## src/sv/twwm_pkg.sv

```systemverilog
// Package for the two-voice wavetable mixer: field widths, codes, reset values
// and the sample mixing function.
// Depends on nothing; every other file of the block imports it.
package twwm_pkg;

	localparam int STEP_W    = 26;
	localparam int INDEX_W   = 10;
	localparam int SAMPLE_W  = 16;
	localparam int DAC_W     = 12;
	localparam int CFG_IDX_W = 2;

	localparam logic CMD_TICK  = 1'b0;
	localparam logic CMD_WRITE = 1'b1;

	localparam logic [CFG_IDX_W-1:0] REG_VOICE_ONE_STEP = 2'd0;
	localparam logic [CFG_IDX_W-1:0] REG_VOICE_TWO_STEP = 2'd1;

	localparam logic [STEP_W-1:0] STEP_ONE_RST = 26'd363308;
	localparam logic [STEP_W-1:0] STEP_TWO_RST = 26'd457740;

	localparam int MIX_SHIFT = 5;
	localparam int DAC_MID   = 2048;
	localparam int DAC_MAX   = 4095;

	// Number of conditional-subtract stages that bring a step below the
	// phase limit, given the phase width.
	function automatic int red_stages(input int ph_w);
		int n;
		n = STEP_W - ph_w + 1;
		return (n < 1) ? 1 : n;
	endfunction

	// Sum two samples, divide by 32 rounding toward zero, offset and clip.
	function automatic logic [DAC_W-1:0] mix_code(input logic signed [SAMPLE_W-1:0] a,
	                                              input logic signed [SAMPLE_W-1:0] b);
		logic signed [SAMPLE_W:0]   sum;
		logic signed [SAMPLE_W:0]   biased;
		logic signed [SAMPLE_W:0]   quot;
		logic signed [SAMPLE_W+1:0] code;
		sum    = (SAMPLE_W+1)'(a) + (SAMPLE_W+1)'(b);
		biased = sum + (sum[SAMPLE_W] ? (SAMPLE_W+1)'((1 << MIX_SHIFT) - 1)
		                              : (SAMPLE_W+1)'(0));
		quot   = biased >>> MIX_SHIFT;
		code   = (SAMPLE_W+2)'(quot) + (SAMPLE_W+2)'(DAC_MID);
		if (code > (SAMPLE_W+2)'(DAC_MAX)) begin
			return DAC_W'(DAC_MAX);
		end else if (code < (SAMPLE_W+2)'(0)) begin
			return '0;
		end
		return code[DAC_W-1:0];
	endfunction

endpackage

```

## src/sv/twwm_step_red.sv

```systemverilog
// Step reduction pipeline: brings a 26-bit phase step below the phase limit.
// Depends on twwm_pkg; one conditional subtract of a shifted limit per stage.
module twwm_step_red #(
	parameter int TABLE_DEPTH   = 1000,
	parameter int FRACTION_BITS = 16
) (
	input  logic                                                  clk,
	input  logic [twwm_pkg::STEP_W-1:0]                           step,
	output logic [$clog2(TABLE_DEPTH)+FRACTION_BITS-1:0]          step_mod
);
	import twwm_pkg::*;

	localparam int PH_W  = $clog2(TABLE_DEPTH) + FRACTION_BITS;
	localparam int RED_N = red_stages(PH_W);
	localparam int RW    = ((STEP_W > PH_W) ? STEP_W : PH_W) + 1;

	logic [RW-1:0] stage_q [RED_N];

	for (genvar j = 0; j < RED_N; j++) begin : g_stage
		localparam int K = RED_N - 1 - j;
		localparam logic [RW-1:0] SUB = RW'(TABLE_DEPTH) << (FRACTION_BITS + K);
		logic [RW-1:0] prev;
		if (j == 0) begin : g_first
			assign prev = RW'(step);
		end else begin : g_next
			assign prev = stage_q[j-1];
		end
		always_ff @(posedge clk) begin
			stage_q[j] <= (prev >= SUB) ? prev - SUB : prev;
		end
	end

	assign step_mod = PH_W'(stage_q[RED_N-1]);

endmodule

```

## config.mk

```make
export PLATFORM = sky130hd
export DESIGN_NAME = twwm_step_red
export DESIGN_NICKNAME = d
export VERILOG_FILES = /design/src/sv/twwm_pkg.sv /design/src/sv/twwm_step_red.sv
export SDC_FILE = /design/constraint.sdc
export NUM_CORES = 1
export LEC_CHECK = 0
export ABC_AREA = 1
export BUFFER_PORTS_ARGS = -buffer_cell sky130_fd_sc_hd__buf_2
export CAP_MARGIN = 20
export CORE_MARGIN = 3
export CORE_UTILIZATION = 42
export DETAILED_ROUTE_END_ITERATION = 10
export PLACE_DENSITY = 0.9
export SLEW_MARGIN = 40
export SYNTH_ARGS = -nofsm -noshare
export SYNTH_HDL_FRONTEND = slang
export SYNTH_SLANG_ARGS = --single-unit
```

## constraint.sdc

```tcl
create_clock -name clk -period 2.5 [get_ports clk]
set_input_delay 0 -clock clk [delete_from_list [all_inputs] [get_ports clk]]
set_output_delay 0 -clock clk [all_outputs]
set_load 0.02 [all_outputs]
```

======== Word level (Yosys, flattened, before mapping) ========
Memory sizes are Yosys's and may differ from the RTL's.
Cells that the tools add are included.
cells by class
  $add $sub $neg .......................... 1
  magnitude comparators ................... 1
  muxes and demuxes ....................... 1
operators by type and width
  operator                                                               count
  27-bit two-way mux                                                     1
  26-bit by 26-bit subtractor with 27-bit output, second input constant  1
  26-bit greater-or-equal comparator, second input constant              1
word-level totals
  flip-flop bits (word level) ............. 0
  memory bits (writable) .................. 27
  input port bits ......................... 27
  output and inout port bits .............. 26
  logic and storage cells ................. 4
  memories kept ........................... 1
memories
  name     depth  width  rd ports  clocked after memory_dff  write ports  line                 source
  stage_q  1      27     1         0                         1            twwm_step_red.sv:17  logic [RW-1:0] stage_q [RED_N];

======== Longest topological paths before layout ========
  word-level depth ........................ 2
  mapped depth ............................ 9
  mapped depth without buffers ............ 9

======== Worst setup path before layout ========
Ideal clock, no wire load.
  path kind ............................... in2reg
  start ................................... input step[19] (netlist name)
  end ..................................... memory stage_q[0][19] (netlist name)
  setup time .............................. 0.112 ns
  arrival time ............................ 0.800 ns
  required time ........................... 2.388 ns
  slack ................................... 1.587 ns
  stages on the path ...................... 8
  path buffers ............................ 0
  cell sequence ........................... inv_1 > ha_1 > nor2_2 > nand2_1 > nor3_2 > inv_2 > nand3_1 > nand2_1
on the way
  word-level cells in the longest chain between the ends .. 2
  elaborated cells between the ends (all ways) .. 3
  those cells by class .................... 1 x add/sub; 1 x order compare; 1 x mux
RTL lines
  element                                                                                               line                 source
  start: declaration                                                                                    twwm_step_red.sv:8   input logic [twwm_pkg::STEP_W-1:0] step,
  26-bit by 26-bit subtractor with 27-bit output or 26-bit greater-or-equal comparator (tied branches)  twwm_step_red.sv:29  stage_q[j] <= (prev >= SUB) ? prev - SUB : prev;
  27-bit two-way mux (*)                                                                                twwm_step_red.sv:29
  end: declaration                                                                                      twwm_step_red.sv:17
Mark *: on every way between the ends. The rest lies on a longest branch, timed or not.

======== Worst setup path in the final report ========
Same ends and word-level chain as after synthesis.

==> implementation parameters <==
Parameter                              Value

Power
  Worst supply voltage drop on vdd ... 358.7 uV
  Reported leakage power ... 0.7135 nW
  Power density of the placed cells ... 581.7 nW/um2
  Portion of total power attributed to combinational logic ... 18.1%
  Part of the power in registers ... 55.4%
  Switching power summed over all nets ... 0.0002081 W
  Clock network power share ... 26.5%
  Cell internal pwr ... 0.0005940 W
  Switching share of total power ... 25.94%

Die
  Die Y-Extent ... 49.39 um
  Initial standard-cell utilization of the core ... 45.30%
  Horizontal extent of the die ... 49.39 um
  Count of boundary I/O pins ... 53
  Core area ... 1745 um2
  Full die area ... 2439 um2
  Count of standard-cell rows ... 15

Synth
  Netlist area before placement ... 790.8 um2
  Number of synthesized register bits ... 26
  Synthesis Warnings ... 0
  Most area-consuming cells after synthesis ... sky130_fd_sc_hd__dfxtp_1, sky130_fd_sc_hd__nor2_1, sky130_fd_sc_hd__nand2_1, sky130_fd_sc_hd__inv_1, sky130_fd_sc_hd__nand3_1
  Cell count after synthesis ... 84
  Mapped Nets ... 112
  Mean instance size in the synthesized netlist ... 9.414 um2
  Register area share after synthesis ... 65.82%
  Number of unique standard cell types used by synthesis ... 15
  Area share of the leading cell type in the synthesized netlist ... 65.82%
  Library cell occupying the most area in the post-synthesis netlist ... sky130_fd_sc_hd__dfxtp_1

Global route
  Number of antenna violations at the first check in global routing ... 0
  Maximum number of pins on one net before global-route repair ... 15
  First-pass GRT wire length ... 4664 um
  Total global routing overflow ... 0
  Global router's overall resource usage ... 25.59%
  Vias in the first global route ... 897

CTS
  # Post-CTS Setup Buffers ... 0
  Cell at the root of the clock tree ... sky130_fd_sc_hd__clkbuf_4
  H-tree Lvls ... 1
  Clock-pin slew reported for the worst setup and hold paths after clock tree synthesis ... 0.14 ns
  Clock sink count ... 26
  CTS tree ... yes
  Maximum clock path buffer count ... 2
  Number of gates given a new drive strength after cts ... 0
  Inserted Clock Buffers ... 3

Timing
  Relative slew margins ... 74.35%
  Slew at the pin closest to its max-slew limit ... 0.3807 ns
  Setup Viol. Count Final ... 0
  Unrepaired setup endpoints after global routing ... no
  Final Hold Viols ... 0
  Final number of max-transition violations ... 0
  Worst hold margin ... 0.3270 ns
  Time the worst path needs with I/O delays and setup ... 1.472 ns
  Highest clock frequency the design can meet ... 679.2 MHz
  Final setup TNS ... 0 ns
  Final Cycle Share ... 58.90%
  Smallest setup slack after layout ... 1.028 ns

Worst setup path
  Arrival @ worst endpoint ... 1.74 ns
  Element type at the critical path start ... input port
  Worst-path fanout max ... 5
  CP required ... 2.77 ns
  Category of the most critical setup path ... input port to flip-flop
  Critical path capture point type ... flip-flop

Detailed routing
  Detail-routed via count per cell ... 4.560
  DRC violation total after the first TritonRoute iteration ... 29
  Post-route DRC ... 0
  Drt pass-1 iters ... 4
  Average routed wire per standard cell ... 15.07 um
  Count of vias placed by the detailed router ... 871
  Final wirelength ... 2878 um
  Remaining number of nets flagged by the antenna check after routing ... 0

Final layout
  FF+latch area ... 520.5 um2
  Final standard cell utilization of the core ... 79.00%
  Total area of multi-input combinational cells ... 225.2 um2
  Number of fill cells ... 98
  Area growth from synthesis to final layout ... 74.37%
  Highest-count cells in the layout ignoring fill and taps ... sky130_fd_sc_hd__buf_2, sky130_fd_sc_hd__dlygate4sd3_1, sky130_fd_sc_hd__dfxtp_1, sky130_fd_sc_hd__nor2_1, sky130_fd_sc_hd__nand2_1
  Most common cell after layout, fill and taps aside ... sky130_fd_sc_hd__buf_2
  Share of final-layout standard cells stronger than drive strength 1 ... 37.95%
  Largest registers ... stage_q: 26 flops
  Reg with most FFs ... stage_q
  N_diodes ... 0
  Flip-flop count of the largest register, all copies and words added ... 26
  Number of nets in the layout ... 195

Place
  Pre-CTS setup slack ... 1.309 ns
  Count of buffers inserted at the top-level ports ... 52
  Detailed-placement wirelength estimate ... 1501 um
  Last weighted congestion value of the routability-driven placer ... 0.7570

Run
  Max Cap Violations ... 0

Worst hold path
  Tightest Hold Check Type ... input port to flip-flop

Outcome
  Run status ... completed
==> synth_stat cells (all sizes together) <==
| library cell | instances |
|---|---|
| dfxtp | 26 |
| nand2 | 17 |
| nor2 | 17 |
| inv | 12 |
| nand3 | 6 |
| ha | 1 |
| nand3b | 1 |
| nor3 | 1 |
| o21ai | 1 |
| xnor2 | 1 |
| xor2 | 1 |
==> per-layer routing <==
metal / GRT usage [%] / vias to the layer above / share of wire [%]
li1: - / 413 / -
met1: 32.00 / 409 / 41
met2: 43.97 / 45 / 50
met3: 6.116 / 4 / 6.9
met4: 6.452 / 0 / 1.5
met5: 0 / - / 0
==> metrics by stage <==
stage               power (W)  area [um2]  instances
finish              0.0008021        1379        191
global route        0.0008395        1379        191
CTS                 0.0007904        1379        191
detailed placement  0.0005574        1082        161
global placement    0.0005539        1082        161
floorplan           0.0005047       790.8         84
==> critical path: stages <==
cell	delay, ns
sky130_fd_sc_hd__dlygate4sd3_1	0.52
sky130_fd_sc_hd__buf_2	0.13
sky130_fd_sc_hd__inv_1	0.06
sky130_fd_sc_hd__ha_1	0.22
sky130_fd_sc_hd__nor2_2	0.12
sky130_fd_sc_hd__nand2_1	0.06
sky130_fd_sc_hd__nor3_2	0.28
sky130_fd_sc_hd__inv_2	0.13
sky130_fd_sc_hd__nand2_4	0.11
sky130_fd_sc_hd__nand2_1	0.06
sky130_fd_sc_hd__nand2_1	0.06
==> cells by family after synthesis <==
kind of cell	after synthesis	share of synthesized area, %
compound gates	1	0.6323
fa+ha+maj	1	1.582
buf+inv	12	5.697
flops	26	65.82
xor+xnor	2	2.216
simple gates	42	24.05
==> power groups by stage <==
stage	Combinational, W	Clock, W	Sequential, W
after floorplan	0.0000219	0	0.000483
after global placement	0.000103	0	0.000451
after detailed placement	0.000106	0	0.000452
after CTS	0.000138	0.000210	0.000442
after global routing	0.000155	0.000238	0.000447
final	0.000145	0.000213	0.000444
==> final cells by class <==
type | instances | area share [%]
clock buffer | 4 | 2.632
inverter | 12 | 3.267
multi-input combinational | 46 | 16.33
sequential | 26 | 37.75
tap | 25 | 2.269
timing repair buffer | 78 | 37.75
==> path summary, 6_finish.rpt <==
| check | from | slack, ns | end | depth (start not counted) |
|---|---|---|---|---|
| max | step[19] | 1.03 | stage_q[0][19] | 11 |
| min | step[8] | 0.33 | stage_q[0][8] | 2 |
==> timing repair <==
item,in CTS,in global routing
endpoints found under the hold margin,26,0
setup endpoints to repair,0,0
hold buffers,26,0
No activity file was read; power rests on OpenSTA's default activity.
